## src/design/bta_pkg.sv

```systemverilog
// shared constants, codes and types for the bakery ticket arbiter
package bta_pkg;

    localparam int THREADS     = 8;
    localparam int TICKET_BITS = 16;
    localparam int THREAD_BITS = $clog2(THREADS);
    localparam int N_BITS      = $clog2(THREADS + 1);

    localparam int CFG_BITS    = 4;
    localparam int TID_BITS    = 3;
    localparam int OUT_TKT     = 16;
    localparam int STATUS_BITS = 3;
    localparam int IN_BYTES_W  = 8;
    localparam int OUT_BYTES_W = 24;

    localparam logic [CFG_BITS-1:0] CFG_RESET = CFG_BITS'(8);

    localparam logic OP_REQUEST = 1'b0;
    localparam logic OP_RELEASE = 1'b1;

    localparam logic [STATUS_BITS-1:0] ST_OK        = 3'd0;
    localparam logic [STATUS_BITS-1:0] ST_OVERFLOW  = 3'd1;
    localparam logic [STATUS_BITS-1:0] ST_BAD_INDEX = 3'd2;
    localparam logic [STATUS_BITS-1:0] ST_REPEAT    = 3'd3;
    localparam logic [STATUS_BITS-1:0] ST_NO_TICKET = 3'd4;

    typedef logic [TICKET_BITS-1:0] ticket_t;
    typedef logic [THREAD_BITS-1:0] thread_idx_t;

    typedef struct packed {
        logic clear;
        logic step;
        logic mode_min;
    } scan_ctrl_t;

endpackage

```

## src/design/bta_ticket_store.sv

```systemverilog
// ticket table: one entry per thread, one read and one write port
module bta_ticket_store (
    input  logic                 clk,
    input  logic                 rst_n,
    input  bta_pkg::thread_idx_t rd_idx,
    output bta_pkg::ticket_t     rd_data,
    input  logic                 wr_en,
    input  bta_pkg::thread_idx_t wr_idx,
    input  bta_pkg::ticket_t     wr_data
);
    import bta_pkg::*;

    ticket_t table_reg [THREADS];

    always_ff @(posedge clk or negedge rst_n)
    begin
        if (!rst_n)
        begin
            for (int i = 0; i < THREADS; i++)
            begin
                table_reg[i] <= '0;
            end
        end
        else if (wr_en)
        begin
            table_reg[wr_idx] <= wr_data;
        end
    end

    assign rd_data = table_reg[rd_idx];

endmodule

```

## src/design/bta_scan_unit.sv

```systemverilog
// shared compare unit that walks the table for the largest or smallest ticket
module bta_scan_unit (
    input  logic                 clk,
    input  logic                 rst_n,
    input  bta_pkg::scan_ctrl_t  ctrl,
    input  bta_pkg::ticket_t     entry,
    input  bta_pkg::thread_idx_t idx,
    output bta_pkg::ticket_t     acc,
    output logic                 acc_valid,
    output bta_pkg::thread_idx_t acc_idx
);
    import bta_pkg::*;

    ticket_t     acc_reg;
    ticket_t     acc_next;
    logic        acc_valid_reg;
    logic        acc_valid_next;
    thread_idx_t acc_idx_reg;
    thread_idx_t acc_idx_next;
    ticket_t     cmp_a;
    ticket_t     cmp_b;
    logic        cmp_lt;
    logic        take;

    // one comparator serves both walks
    always_comb
    begin
        cmp_a  = ctrl.mode_min ? entry : acc_reg;
        cmp_b  = ctrl.mode_min ? acc_reg : entry;
        cmp_lt = cmp_a < cmp_b;
        if (ctrl.mode_min)
        begin
            take = (entry != '0) && (!acc_valid_reg || cmp_lt);
        end
        else
        begin
            take = cmp_lt;
        end
    end

    always_comb
    begin
        acc_next       = acc_reg;
        acc_valid_next = acc_valid_reg;
        acc_idx_next   = acc_idx_reg;
        if (ctrl.clear)
        begin
            acc_next       = '0;
            acc_valid_next = 1'b0;
            acc_idx_next   = '0;
        end
        else if (ctrl.step && take)
        begin
            acc_next       = entry;
            acc_valid_next = 1'b1;
            acc_idx_next   = idx;
        end
    end

    always_ff @(posedge clk or negedge rst_n)
    begin
        if (!rst_n)
        begin
            acc_valid_reg <= 1'b0;
        end
        else
        begin
            acc_valid_reg <= acc_valid_next;
        end
    end

    always_ff @(posedge clk)
    begin
        acc_reg     <= acc_next;
        acc_idx_reg <= acc_idx_next;
    end

    assign acc       = acc_reg;
    assign acc_valid = acc_valid_reg;
    assign acc_idx   = acc_idx_reg;

endmodule

```

## src/design/bakery_ticket_arbiter.sv

```systemverilog
// top level: sequencer of the bakery ticket arbiter
//
//  channel  | handshake                | payload
//  s_axis   | s_axis_tvalid/tready     | s_axis_tdata: opcode, thread_id
//  m_axis   | m_axis_tvalid/tready     | m_axis_tdata: ticket, grant_valid, grant_thread, status
//  cfg      | cfg_valid/cfg_ready      | cfg_data: active_threads
//
//  a granted request is checked, then one comparator walks the n active entries for the
//  maximum, the ticket is written, and the comparator walks them again for the minimum;
//  releases skip the max walk, refused words the write too (no walk with no active thread)
//  reset clears the table to no tickets and sets the active count to 8
//  ready rises as each result is loaded, even while that result waits;
//  the next finished word then holds its last step until the output register is free
module bakery_ticket_arbiter (
    input  logic                             clk,
    input  logic                             rst_n,
    input  logic                             s_axis_tvalid,
    output logic                             s_axis_tready,
    input  logic [bta_pkg::IN_BYTES_W-1:0]   s_axis_tdata,  // opcode, thread_id, zero fill
    output logic                             m_axis_tvalid,
    input  logic                             m_axis_tready,
    output logic [bta_pkg::OUT_BYTES_W-1:0] m_axis_tdata, // ticket, grant_valid, grant_thread, status
    input  logic                             cfg_valid,
    output logic                             cfg_ready,
    input  logic [bta_pkg::CFG_BITS-1:0]     cfg_data
);
    import bta_pkg::*;

    localparam logic [2:0] S_IDLE  = 3'd0;
    localparam logic [2:0] S_CHECK = 3'd1;
    localparam logic [2:0] S_MAX   = 3'd2;
    localparam logic [2:0] S_WRITE = 3'd3;
    localparam logic [2:0] S_MIN   = 3'd4;
    localparam logic [2:0] S_DONE  = 3'd5;

    logic [2:0]               state_reg;
    logic [2:0]               state_next;
    logic [CFG_BITS-1:0]      active_reg;
    logic [CFG_BITS-1:0]      active_next;
    logic                     op_reg;
    logic [TID_BITS-1:0]      tid_reg;
    logic [N_BITS-1:0]        n_reg;
    logic [N_BITS-1:0]        n_cur;
    thread_idx_t              idx_reg;
    thread_idx_t              idx_next;
    ticket_t                  given_reg;
    ticket_t                  given_next;
    logic [STATUS_BITS-1:0]   status_reg;
    logic [STATUS_BITS-1:0]   status_next;
    logic                     out_valid_reg;
    logic                     out_valid_next;
    logic [OUT_BYTES_W-1:0]   out_data_reg;
    logic [OUT_BYTES_W-1:0]   out_data_next;

    logic                     in_fire;
    logic                     last_idx;
    logic                     out_free;
    thread_idx_t              tid_idx;
    thread_idx_t              rd_idx;
    ticket_t                  rd_data;
    logic                     wr_en;
    ticket_t                  wr_data;
    scan_ctrl_t               scan_ctrl;
    ticket_t                  scan_acc;
    logic                     scan_valid;
    thread_idx_t              scan_idx;

    assign cfg_ready     = 1'b1;
    assign s_axis_tready = (state_reg == S_IDLE);
    assign in_fire       = s_axis_tvalid && s_axis_tready;
    assign out_free      = !out_valid_reg || m_axis_tready;
    assign tid_idx       = THREAD_BITS'(tid_reg);
    assign last_idx      = ({1'b0, idx_reg} == N_BITS'(n_reg - 1'b1));
    assign rd_idx        = (state_reg == S_CHECK) ? tid_idx : idx_reg;

    always_comb
    begin
        if (active_reg > CFG_BITS'(THREADS))
        begin
            n_cur = N_BITS'(THREADS);
        end
        else
        begin
            n_cur = N_BITS'(active_reg);
        end
    end

    assign active_next = (cfg_valid && cfg_ready) ? cfg_data : active_reg;

    always_comb
    begin
        state_next     = state_reg;
        idx_next       = idx_reg;
        given_next     = given_reg;
        status_next    = status_reg;
        out_valid_next = out_valid_reg;
        out_data_next  = out_data_reg;
        wr_en          = 1'b0;
        wr_data        = '0;
        scan_ctrl      = '0;

        if (out_valid_reg && m_axis_tready)
        begin
            out_valid_next = 1'b0;
        end

        unique case (state_reg)
            S_IDLE:
            begin
                if (in_fire)
                begin
                    state_next = S_CHECK;
                end
            end
            S_CHECK:
            begin
                idx_next        = '0;
                given_next      = '0;
                scan_ctrl.clear = 1'b1;
                priority if ({1'b0, tid_reg} >= (TID_BITS + 1)'(n_reg))
                begin
                    status_next = ST_BAD_INDEX;
                    // no active thread: nothing to walk
                    state_next  = (n_reg == '0) ? S_DONE : S_MIN;
                end
                else if (op_reg == OP_REQUEST && rd_data != '0)
                begin
                    status_next = ST_REPEAT;
                    state_next  = S_MIN;
                end
                else if (op_reg == OP_RELEASE && rd_data == '0)
                begin
                    status_next = ST_NO_TICKET;
                    state_next  = S_MIN;
                end
                else
                begin
                    status_next = ST_OK;
                    state_next  = (op_reg == OP_REQUEST) ? S_MAX : S_WRITE;
                end
            end
            S_MAX:
            begin
                scan_ctrl.step = 1'b1;
                if (last_idx)
                begin
                    state_next = S_WRITE;
                end
                else
                begin
                    idx_next = idx_reg + 1'b1;
                end
            end
            S_WRITE:
            begin
                wr_en           = 1'b1;
                idx_next        = '0;
                scan_ctrl.clear = 1'b1;
                if (op_reg == OP_RELEASE)
                begin
                    wr_data = '0;
                end
                else if (scan_acc == '1)
                begin
                    wr_data     = '1;
                    given_next  = '1;
                    status_next = ST_OVERFLOW;
                end
                else
                begin
                    wr_data    = scan_acc + 1'b1;
                    given_next = scan_acc + 1'b1;
                end
                state_next = S_MIN;
            end
            S_MIN:
            begin
                scan_ctrl.step     = 1'b1;
                scan_ctrl.mode_min = 1'b1;
                if (last_idx)
                begin
                    state_next = S_DONE;
                end
                else
                begin
                    idx_next = idx_reg + 1'b1;
                end
            end
            S_DONE:
            begin
                scan_ctrl.mode_min = 1'b1;
                if (out_free)
                begin
                    out_valid_next = 1'b1;
                    out_data_next  = OUT_BYTES_W'({status_reg,
                                                   scan_valid ? TID_BITS'(scan_idx)
                                                              : TID_BITS'(0),
                                                   scan_valid,
                                                   OUT_TKT'(given_reg)});
                    state_next     = S_IDLE;
                end
            end
            default:
            begin
                state_next = S_IDLE;
            end
        endcase
    end

    always_ff @(posedge clk or negedge rst_n)
    begin
        if (!rst_n)
        begin
            state_reg     <= S_IDLE;
            active_reg    <= CFG_RESET;
            out_valid_reg <= 1'b0;
        end
        else
        begin
            state_reg     <= state_next;
            active_reg    <= active_next;
            out_valid_reg <= out_valid_next;
        end
    end

    always_ff @(posedge clk)
    begin
        if (in_fire)
        begin
            op_reg  <= s_axis_tdata[0];
            tid_reg <= s_axis_tdata[TID_BITS:1];
            n_reg   <= n_cur;
        end
        idx_reg      <= idx_next;
        given_reg    <= given_next;
        status_reg   <= status_next;
        out_data_reg <= out_data_next;
    end

    bta_ticket_store u_store (
        .clk     (clk),
        .rst_n   (rst_n),
        .rd_idx  (rd_idx),
        .rd_data (rd_data),
        .wr_en   (wr_en),
        .wr_idx  (tid_idx),
        .wr_data (wr_data)
    );

    bta_scan_unit u_scan (
        .clk       (clk),
        .rst_n     (rst_n),
        .ctrl      (scan_ctrl),
        .entry     (rd_data),
        .idx       (idx_reg),
        .acc       (scan_acc),
        .acc_valid (scan_valid),
        .acc_idx   (scan_idx)
    );

    assign m_axis_tvalid = out_valid_reg;
    assign m_axis_tdata  = out_data_reg;

`ifndef ASSERT_OFF
    a_accept_to_check: assert property (@(posedge clk) disable iff (!rst_n)
        in_fire |=> state_reg == S_CHECK)
        else $error("accepted word did not start the table check");

    a_walk_in_range: assert property (@(posedge clk) disable iff (!rst_n)
        (state_reg == S_MAX || state_reg == S_MIN) |-> {1'b0, idx_reg} < n_reg)
        else $error("table walk beyond the active threads");

    a_overflow_saturates: assert property (@(posedge clk) disable iff (!rst_n)
        (out_valid_reg && out_data_reg[OUT_TKT+TID_BITS+1 +: STATUS_BITS] == ST_OVERFLOW)
        |-> out_data_reg[OUT_TKT-1:0] == OUT_TKT'(ticket_t'('1)))
        else $error("overflow result without a saturated ticket");

    a_refused_no_ticket: assert property (@(posedge clk) disable iff (!rst_n)
        (out_valid_reg && (out_data_reg[OUT_TKT+TID_BITS+1 +: STATUS_BITS] == ST_BAD_INDEX
                        || out_data_reg[OUT_TKT+TID_BITS+1 +: STATUS_BITS] == ST_REPEAT))
        |-> out_data_reg[OUT_TKT-1:0] == '0)
        else $error("refused request handed out a ticket");
`endif

endmodule

```

## config.mk

```make
export PLATFORM = sky130hd
export DESIGN_NAME = bakery_ticket_arbiter
export DESIGN_NICKNAME = d
export VERILOG_FILES = /design/src/design/bta_pkg.sv /design/src/design/bta_ticket_store.sv /design/src/design/bta_scan_unit.sv /design/src/design/bakery_ticket_arbiter.sv
export SDC_FILE = /design/constraint.sdc
export NUM_CORES = 1
export LEC_CHECK = 0
export ABC_AREA = 0
export BUFFER_PORTS_ARGS = -buffer_cell sky130_fd_sc_hd__buf_2
export CORE_UTILIZATION = 62
export DETAILED_ROUTE_END_ITERATION = 8
export MAX_ROUTING_LAYER = met4
export PLACE_DENSITY = 0.8
export SYNTH_ARGS = -nofsm -noshare
export SYNTH_HDL_FRONTEND = slang
export SYNTH_SLANG_ARGS = --single-unit
```

## constraint.sdc

```tcl
create_clock -name clk -period 3.9 [get_ports clk]
set_input_delay 0.195 -clock clk [delete_from_list [all_inputs] [get_ports clk]]
set_output_delay 0.195 -clock clk [all_outputs]
set_load 0.05 [all_outputs]
```

==> results.cfg, run 1 <==
[status]
status = finished clean

[timing]
relSlewSlack = 0.2915
period_needed_ns = 3.802
finalClockSkew_ns = 0.01340
fmax_mhz = 263.1
hold_viol = 0
tns_ns = 0
finalSetupViolations = 0
rsz0062_at_grt = true
finalMaxSlewViolations = 0
worstMarginPinSlew_ns = 1.063
timing.hold.ws_ns = 0.01015
fin_crit_sh = 0.9748

[critical_path]
slowest_stage = mux4_2
cp_num_buf_inv = 2
critPathMaxFanout = 16
required_ns = 4.30
max_stage_delay_ns = 0.61
crit_path_frequent_cell = buf_4
end_kind = flip-flop
cpLargestDelayFamily = simple AND/OR/NAND/NOR gates
path_class = flip-flop to flip-flop
crit_chain = or3b_1 > a21oi_4 > buf_4 > mux4_2 > xor2_1 > and3_1 > nand3_1 > or4_1 > o211ai_2 > buf_4 > mux2i_1 > nor2_1
cp-start-kind = flip-flop
cp.arrival_ns = 4.20

[placement]
gp_congestion = 0.9543
hpwl_um = 18140
io_buffers = 37

[power]
p_sw_w = 0.003646
p_total_w = 0.008731
power.leakage_nw = 4.953
clock_power_share = 0.225
cellPowerDensity_nw_per_um2 = 738.3
swShare = 0.4176
pwr-share-seq = 0.314
ir_drop_mv = 0.6799
comb_power_share = 0.461
intPower_w = 0.005085

[synth]
netlist_area_um2 = 10500
synth_cell_types = 82
synth_flop_cell = dfrtp_1
ys_seq_elements = 209
synth_top_area_frac = 0.3242
ys_top_cells_by_area = dfrtp_1 32%, edfxtp_1 15%, nand2_1 7.1%
yosys_warnings = 0
synth_edf_count = 53
avgSynthCellArea_um2 = 10.08
synth_nets = 1067
synth_common_cells = 198 x nand2_1, 136 x dfrtp_1, 116 x o21ai_0
yosysMostFrequentCell = nand2_1
synth_top_cell_by_area = dfrtp_1
syn_inst = 1041
async_reset_ff_frac = 0.6555
ys_seq_area_frac = 0.5146

[layout]
largest_reg_flops = 128
multiInputGateArea_um2 = 4638
num-fill-cells = 1191
drive_gt1_frac = 0.1655
area_delta_synth_final_pct = 12.67
seq_area_um2 = 5403
postLayoutCoreUtil = 0.7131
fin_nets = 1116
antenna_cells = 0

[clock_tree]
cts_tree = done
cts_sinks = 209
htree_levels = 1
clk_pin_slew_ns = 0.06
insertion_delay_ns = 0.51
cts_buffers = 22
cts_buffer_depth = 3
cts-root-buf = clkbuf_16

[global_route]
antenna_found_initial = 0
grt_pass1_wl_um = 43380
grt_max_degree = 115
grt-ovfl-total = 0
grt_pass1_vias = 8180
grt_usage = 0.3304

[floorplan]
die_x_um = 132.1
std_cell_rows = 47
core_um2 = 16580
die-area_um2 = 17450
io_pins = 44
initial_core_util = 0.6329
die_height_um = 132.1

[job]
drv_cap = 0

[route]
drtIter0Drc = 1008
drtPass1Iterations = 5
wl_um = 27620
vias = 8492
drc_errors = 0
ant_nets = 0
avgRoutedWirePerCell_um = 20.83
viasPerCell = 6.404

[worst_hold_path]
min_path_type = input port to flip-flop
-- per-stage QoR --
stage	setup WS (ns)	cells	area, µm²
after floorplan	0.4921	1041	10500
after global placement	0.1673	1269	10960
after detailed placement	0.07212	1269	10960
after CTS	0.01496	1318	11730
after global routing	-0.008987	1326	11830
final	0.09844	1326	11830
-- cell usage in the layout, fill, tap and decap left out, types with 5 or more instances in the layout --
master	synthesis	final
nor3_1	14	14
o211ai_1	11	11
buf_4	5	51
dfxtp_1	19	19
a311oi_2	5	5
and2_1	10	10
nor4_1	10	10
nand2_1	198	198
o211a_1	13	13
dfrtp_1	136	135
o31ai_1	11	11
nand3_1	31	31
nor2_1	48	47
edfxtp_1	53	53
buf_2	6	36
dlygate4sd3_1	0	9
a211oi_1	16	16
and3_1	9	9
clkbuf_1	52	6
nor2b_1	7	7
xnor2_1	18	18
a21oi_1	22	22
mux2i_1	36	36
o21ai_0	116	116
a32oi_1	7	7
nand2b_1	10	10
o21ai_1	15	15
o21a_1	5	5
clkbuf_16	0	23
a311oi_1	6	6
inv_1	18	18
ha_1	9	9
nand4_1	7	7
mux2_2	23	23
-- timing repair --
item,in CTS,in global routing
resized for setup,0,5
hold buffers,9,0
buffers inserted,0,7
endpoints found under the hold margin,121,0
endpoints found under the setup margin,0,23
-- power groups by stage --
stage          sequential (W)  combinational [W]  clock, W
6_report              0.00275            0.00402   0.00196
5_1_grt               0.00277            0.00424   0.00207
4_1_cts               0.00274            0.00376   0.00199
3_5_place_dp          0.00277            0.00372         0
3_3_place_gp          0.00276            0.00365         0
2_1_floorplan         0.00294            0.00257         0
-- final timing paths --
path,start,to,slack [ns],depth (start not counted)
worst max-delay path,state_reg[2],u_scan.acc[10],0.1,12
worst min-delay path,cfg_valid,active_reg[3],0.01,2
worst max register to register,state_reg[2],u_scan.acc[10],0.1,12
worst min register to register,given_reg[15],m_axis_tdata[15],0.42,0
max in group asynchronous,rst_n,active_reg[3],2.56,3
min in group asynchronous,rst_n,u_store.table_reg[106],0.36,2
-- layout make-up --
cell class / count / area share
sequential: 209 / 0.4568
multi-input combinational: 736 / 0.3922
timing repair buffer: 102 / 0.06433
clock buffer: 30 / 0.05078
tap: 220 / 0.02328
clock inverter: 10 / 0.006559
inverter: 19 / 0.006030
-- cell families after synthesis --
logic type,after synthesis,synth area share
and+or+nand+nor,364,0.1587
AOI/OAI and AO/OA,273,0.1818
other,2,0.0007155
buffers and inverters,96,0.04506
DFF,209,0.5146
adders and majority gates,10,0.01168
muxes,65,0.06914
xor gates and xnor gates,22,0.01836
-- metal layers --
metal  share of wire  vias to the layer above  global-route usage
met5               0                        -                   -
met4           0.040                        0              0.1370
met3           0.080                       86             0.04229
met2            0.48                      424              0.5285
met1            0.40                     4142              0.4284
li1                -                     3840                   -
Note: power is estimated with default switching activity, not from simulation.
==> run 2: changes to the inputs <==
GPL_TIMING_DRIVEN = 0   (was unset)
SETUP_SLACK_MARGIN = 0.5   (was unset)
==> run 2 against run 1 <==
  * Wire length up 21%
  * Combinational power up 33%
  * Clock skew up 0.016 ns
  * Setup slack worse by 0.045 ns
  * Sequential power about the same
  * Count of clock-buffer cells in the layout down 1
  * Clock power up 12%
  * Final cell count up 5.5%
  * Largest power group unchanged
==> results.cfg, run 2 (synthesized netlist as in run 1, its figures left out) <==
[power]
power.leakage_nw = 5.265
cellPowerDensity_nw_per_um2 = 807.7
ir_drop_mv = 0.4548
clock_power_share = 0.214
intPower_w = 0.005950
pwr-share-seq = 0.267
swShare = 0.4209
comb_power_share = 0.519
p_sw_w = 0.004325

[placement]
gp_congestion = 1.001
post-place-ws_ns = -0.4191
io_buffers = 37
hpwl_um = 20950
placed_area_um2 = 11010

[layout]
final_common_cell = nand2_1
num-fill-cells = 1075
multiInputGateArea_um2 = 4962
seq_area_um2 = 5405
final_area_um2 = 12720
fin_nets = 1188
final_cell_mix = 198 x nand2_1, 133 x dfrtp_1, 114 x o21ai_0
largest_reg_flops = 128
area_delta_synth_final_pct = 21.19
drive_gt1_frac = 0.2124

[global_route]
grt_usage = 0.3903
grt_pass1_wl_um = 49930
grt_pass1_vias = 8902
grt-ovfl-total = 0
grt_max_degree = 78
antenna_found_initial = 1

[floorplan]
initial_core_util = 0.6329
std_cell_rows = 47
die_height_um = 132.1
die-area_um2 = 17450
core_um2 = 16580
die_x_um = 132.1
io_pins = 44

[timing]
fmax_mhz = 259.9
finalClockSkew_ns = 0.02985
rsz0062_at_grt = true
hold_viol = 0
fin_crit_sh = 0.9864
finalSetupViolations = 0
final.setup.worst_slack_ns = 0.05307
period_needed_ns = 3.847
finalMaxSlewViolations = 0
worstMarginPinSlew_ns = 1.223
relSlewSlack = 0.1764

[route]
drtPass1Iterations = 9
viasPerCell = 6.734
avgRoutedWirePerCell_um = 23.93
drc_errors = 0
wl_um = 33480
drtIter0Drc = 1545
ant_nets = 0
vias = 9421

[critical_path]
required_ns = 4.36
end_kind = flip-flop
critPathMaxFanout = 8
path_class = flip-flop to flip-flop
cp.arrival_ns = 4.31
cp-start-kind = flip-flop

[clock_tree]
cts_sinks = 209
insertion_delay_ns = 0.54
cts_buffer_depth = 3
cts_tree = done
clk_pin_slew_ns = 0.07
cts-root-buf = clkbuf_16
cts_buffers = 23
htree_levels = 1

[status]
status = finished clean

[job]
drv_cap = 0

[worst_hold_path]
min_path_type = input port to flip-flop
## run 2: cell types whose count changed in the layout (fill, tap and decap cells not counted), moves of 5 or more
cell	delta
clkbuf_2	+5
nand3_1	-7
a211oi_1	-5
nor2_1	-5
nand3_2	+6
buf_4	-5
a211oi_2	+5
clkbuf_1	+44
buf_6	+8
buf_8	+6
## run 2: layout make-up
class	count	area share
Sequential cell	209	0.4249
Multi-Input combinational cell	736	0.3901
Clock buffer	29	0.04780
Antenna cell	2	0.0003934
Inverter	19	0.005606
Buffer	77	0.03856
Tap cell	220	0.02164
Clock inverter	11	0.01062
Timing Repair Buffer	96	0.06039
## run 2: critical path, cell delays in order, from the launching register on
cell and delay, ns:
edfxtp_1 0.57, inv_2 0.22, o21ai_4 0.33, buf_6 0.18, mux2_2 0.38, o211ai_4 0.24
nand3_1 0.16, a311o_1 0.41, a211oi_2 0.24, o221a_2 0.25, o211ai_4 0.09, buf_4 0.15
buf_4 0.13, buf_6 0.12, or2_1 0.22, a21oi_2 0.10
## run 2: power groups by stage
stage / registers, W / clock network, W / logic (W)
floorplan: 0.00294 / 0 / 0.00259
global route: 0.00276 / 0.00227 / 0.00551
global placement: 0.00275 / 0 / 0.00379
finish: 0.00274 / 0.00220 / 0.00534
CTS: 0.00273 / 0.00219 / 0.00474
detailed placement: 0.00276 / 0 / 0.00383
## run 2: metal layers
| metal | wire [µm] | vias to the layer above | global-route usage | share of wire |
|---|---|---|---|---|
| met5 | 0 | - | - | 0 |
| met4 | 2357 | 0 | 0.2177 | 0.070 |
| met3 | 4281 | 217 | 0.09919 | 0.13 |
| met2 | 14790 | 740 | 0.5785 | 0.44 |
| met1 | 12050 | 4463 | 0.4907 | 0.36 |
| li1 | - | 4001 | - | - |
## run 2: per-stage QoR
stage	cells	util	hold slack (ns)	power, W	setup TNS (ns)
after floorplan	1041	-	-0.1006	0.005533	0
after detailed placement	1299	0.6636	0.2038	0.006590	-8.571
after global placement	1298	0.6616	0.3723	0.006533	-9.052
final	1399	0.7671	0.02425	0.01027	0
after CTS	1384	0.7519	0.003337	0.009657	0
after global routing	1398	0.7669	0.04178	0.01054	-0.05170
## run 2: timing repair
| item | in CTS | in global routing |
|---|---|---|
| pin swaps | 25 | 15 |
| gates cloned | 3 | 0 |
| gates resized for setup | 64 | 31 |
| hold endpoints to repair | 68 | 0 |
| setup endpoints to repair | 44 | 29 |
| buffers inserted | 30 | 13 |
| hold buffers | 12 | 0 |
## run 2: worst paths after layout
kind                                from                    end  slack [ns]  cells after the start
setup / recovery              idx_reg[2]          u_scan.acc[1]        0.05                     15
hold / removal                 cfg_valid          active_reg[3]        0.02                      2
setup reg to reg              idx_reg[2]          u_scan.acc[1]        0.05                     15
hold reg to reg            given_reg[11]       m_axis_tdata[11]        0.42                      0
max in group asynchronous          rst_n          active_reg[3]        2.89                      3
min in group asynchronous          rst_n  u_store.table_reg[41]        0.21                      2
==> run 3: changes to the inputs <==
--- a/config.mk
+++ b/config.mk
@@ -11,4 +11,5 @@
 export DETAILED_ROUTE_END_ITERATION = 8
 export GPL_TIMING_DRIVEN = 0
+export HOLD_SLACK_MARGIN = 0.15
 export MAX_ROUTING_LAYER = met4
 export PLACE_DENSITY = 0.8
==> constraint.sdc (replaced) <==
create_clock -name clk -period 3.9 [get_ports clk]
set_input_delay 0.78 -clock clk [delete_from_list [all_inputs] [get_ports clk]]
set_output_delay 0.78 -clock clk [all_outputs]
set_load 0.05 [all_outputs]
==> run 3 against run 2 <==
  * Combinational power grew 4.1%
  * First-iteration DRC count shrank 13%
  * Clock skew shrank 0.0068 ns
  * Count of clock-buffer cells in the layout is the same
  * Global-route usage is essentially flat
  * Register-to-register slack lost 0.03 ns
  * Die area is the same
  * Cell area grew 0.22%
  * Critical path depth is the same
  * Hold slack gained 0.19 ns
  * Largest cell class unchanged
  * Highest routed layer unchanged
==> results.cfg, run 3 (synthesized netlist as in run 1, its figures left out) <==
[critical_path]
required_ns = 4.37
path_class = flip-flop to flip-flop
cp.arrival_ns = 4.35
cp-start-kind = flip-flop
critPathMaxFanout = 8
crit_chain = inv_2 > o21ai_4 > buf_6 > mux2_2 > o211ai_4 > nand3_1 > a311o_1 > a211oi_2 > o221a_2 > o211ai_4 > buf_4 > buf_4 > buf_6 > or2_1 > a21oi_2
end_kind = flip-flop
slowest_stage = edfxtp_1
max_stage_delay_ns = 0.55

[clock_tree]
cts_tree = done
cts-root-buf = clkbuf_16
cts_buffers = 23
cts_buffer_depth = 3
clk_pin_slew_ns = 0.07
insertion_delay_ns = 0.54
cts_sinks = 209
cts_hold_buf = 0
htree_levels = 1

[route]
drtPass1Iterations = 6
wl_um = 33730
viasPerCell = 6.726
ant_nets = 0
vias = 9369
drtIter0Drc = 1345
drc_errors = 0
avgRoutedWirePerCell_um = 24.21

[power]
p_total_w = 0.01049
cellPowerDensity_nw_per_um2 = 823.1
power.leakage_nw = 5.276
ir_drop_mv = 0.4490

[floorplan]
core_um2 = 16580
std_cell_rows = 47
die_height_um = 132.1
die_x_um = 132.1
die-area_um2 = 17450
io_pins = 44
initial_core_util = 0.6329

[timing]
rsz0062_at_grt = true
finalClockSkew_ns = 0.02305
finalSetupViolations = 0
finalMaxSlewViolations = 0
relSlewSlack = 0.1860
hold_viol = 0
worstMarginPinSlew_ns = 1.208
fmax_mhz = 257.6
period_needed_ns = 3.882
fin_crit_sh = 0.9954

[layout]
final_area_um2 = 12750
final_common_cell = nand2_1
final_cell_mix = 197 x nand2_1, 133 x dfrtp_1, 113 x o21ai_0
antenna_cells = 0
fin_nets = 1184
num-fill-cells = 1068
drive_gt1_frac = 0.2276
area_delta_synth_final_pct = 21.46
postLayoutCoreUtil = 0.7687
largest_reg_flops = 128

[global_route]
grt-ovfl-total = 0
grt_pass1_vias = 8878
grt_usage = 0.3904
grt_pass1_wl_um = 49780
grt_max_degree = 78
antenna_found_initial = 0

[placement]
io_buffers = 37
gp_congestion = 1.001
hpwl_um = 20950
placed_area_um2 = 11010

[status]
status = finished clean

[job]
drv_cap = 0

[worst_hold_path]
min_path_type = input port to async pin
## run 3: cell count changes in the layout (fill, tap and decap cells not counted), moves of 2 or more
cell / delta
buf_6: +3
buf_4: +5
dlygate4sd3_1: -12
diode_2: -2
## run 3: path summary, 6_finish.rpt
path,cells after the start,startpoint,end,slack [ns]
setup / recovery,15,idx_reg[2],u_scan.acc[1],0.02
hold / removal,1,rst_n,u_store.table_reg[41],0.22
setup reg to reg,15,idx_reg[2],u_scan.acc[1],0.02
hold reg to reg,0,given_reg[11],m_axis_tdata[11],0.42
max in group asynchronous,2,rst_n,active_reg[3],2.89
min in group clk,0,given_reg[11],m_axis_tdata[11],0.42
## run 3: cell type report
cell class | count | area [µm²] | area share
Timing Repair Buffer | 92 | 715.7 | 0.05614
Buffer | 77 | 494.2 | 0.03877
Sequential cell | 209 | 5405 | 0.4240
Clock inverter | 11 | 135.1 | 0.01060
Tap cell | 220 | 275.3 | 0.02159
Multi-Input combinational cell | 736 | 5044 | 0.3956
Clock buffer | 29 | 608.1 | 0.04770
Inverter | 19 | 71.32 | 0.005594
## run 3: through the flow
step                hold WS (ns)  instances  setup WS (ns)  setup TNS [ns]
finish                    0.2157       1393        0.01812               0
global route              0.2821       1393       -0.01944        -0.03398
CTS                       0.2514       1372         0.2451               0
detailed placement        0.4045       1299        -0.4191          -8.571
global placement          0.4013       1298        -0.4210          -9.052
floorplan                 0.4003       1041         0.5104               0
## run 3: what timing repair did
action                     CTS  global route
cloned                       3             0
setup endpoints to repair   44            30
gates resized for setup     64            46
setup buffers               30            21
pin swaps                   25            23
## run 3: worst max-delay path: cells and delay by family (launching register included)
family	cells	cell delay, ns
flip-flops	1	0.55
AND/OR/NAND/NOR	2	0.39
multiplexers	1	0.38
AO/OA/AOI/OAI	7	1.69
buffers and inverters	5	0.79
## run 3: per-layer routing
| metal | global-route usage | wire, µm | vias to the layer above |
|---|---|---|---|
| li1 | - | - | 3995 |
| met1 | 0.4824 | 12140 | 4409 |
| met2 | 0.5755 | 14850 | 767 |
| met3 | 0.1073 | 4470 | 198 |
| met4 | 0.2319 | 2272 | 0 |
| met5 | - | 0 | - |
## run 3: power breakdown
part | leakage [nW] | switching, W | total [W] | internal, W
Clock | 0.365 | 0.000898 | 0.00220 | 0.00130
Combinational | 2.36 | 0.00338 | 0.00556 | 0.00218
Sequential | 2.55 | 0.000156 | 0.00273 | 0.00258
Total | 5.28 | 0.00443 | 0.0105 | 0.00606
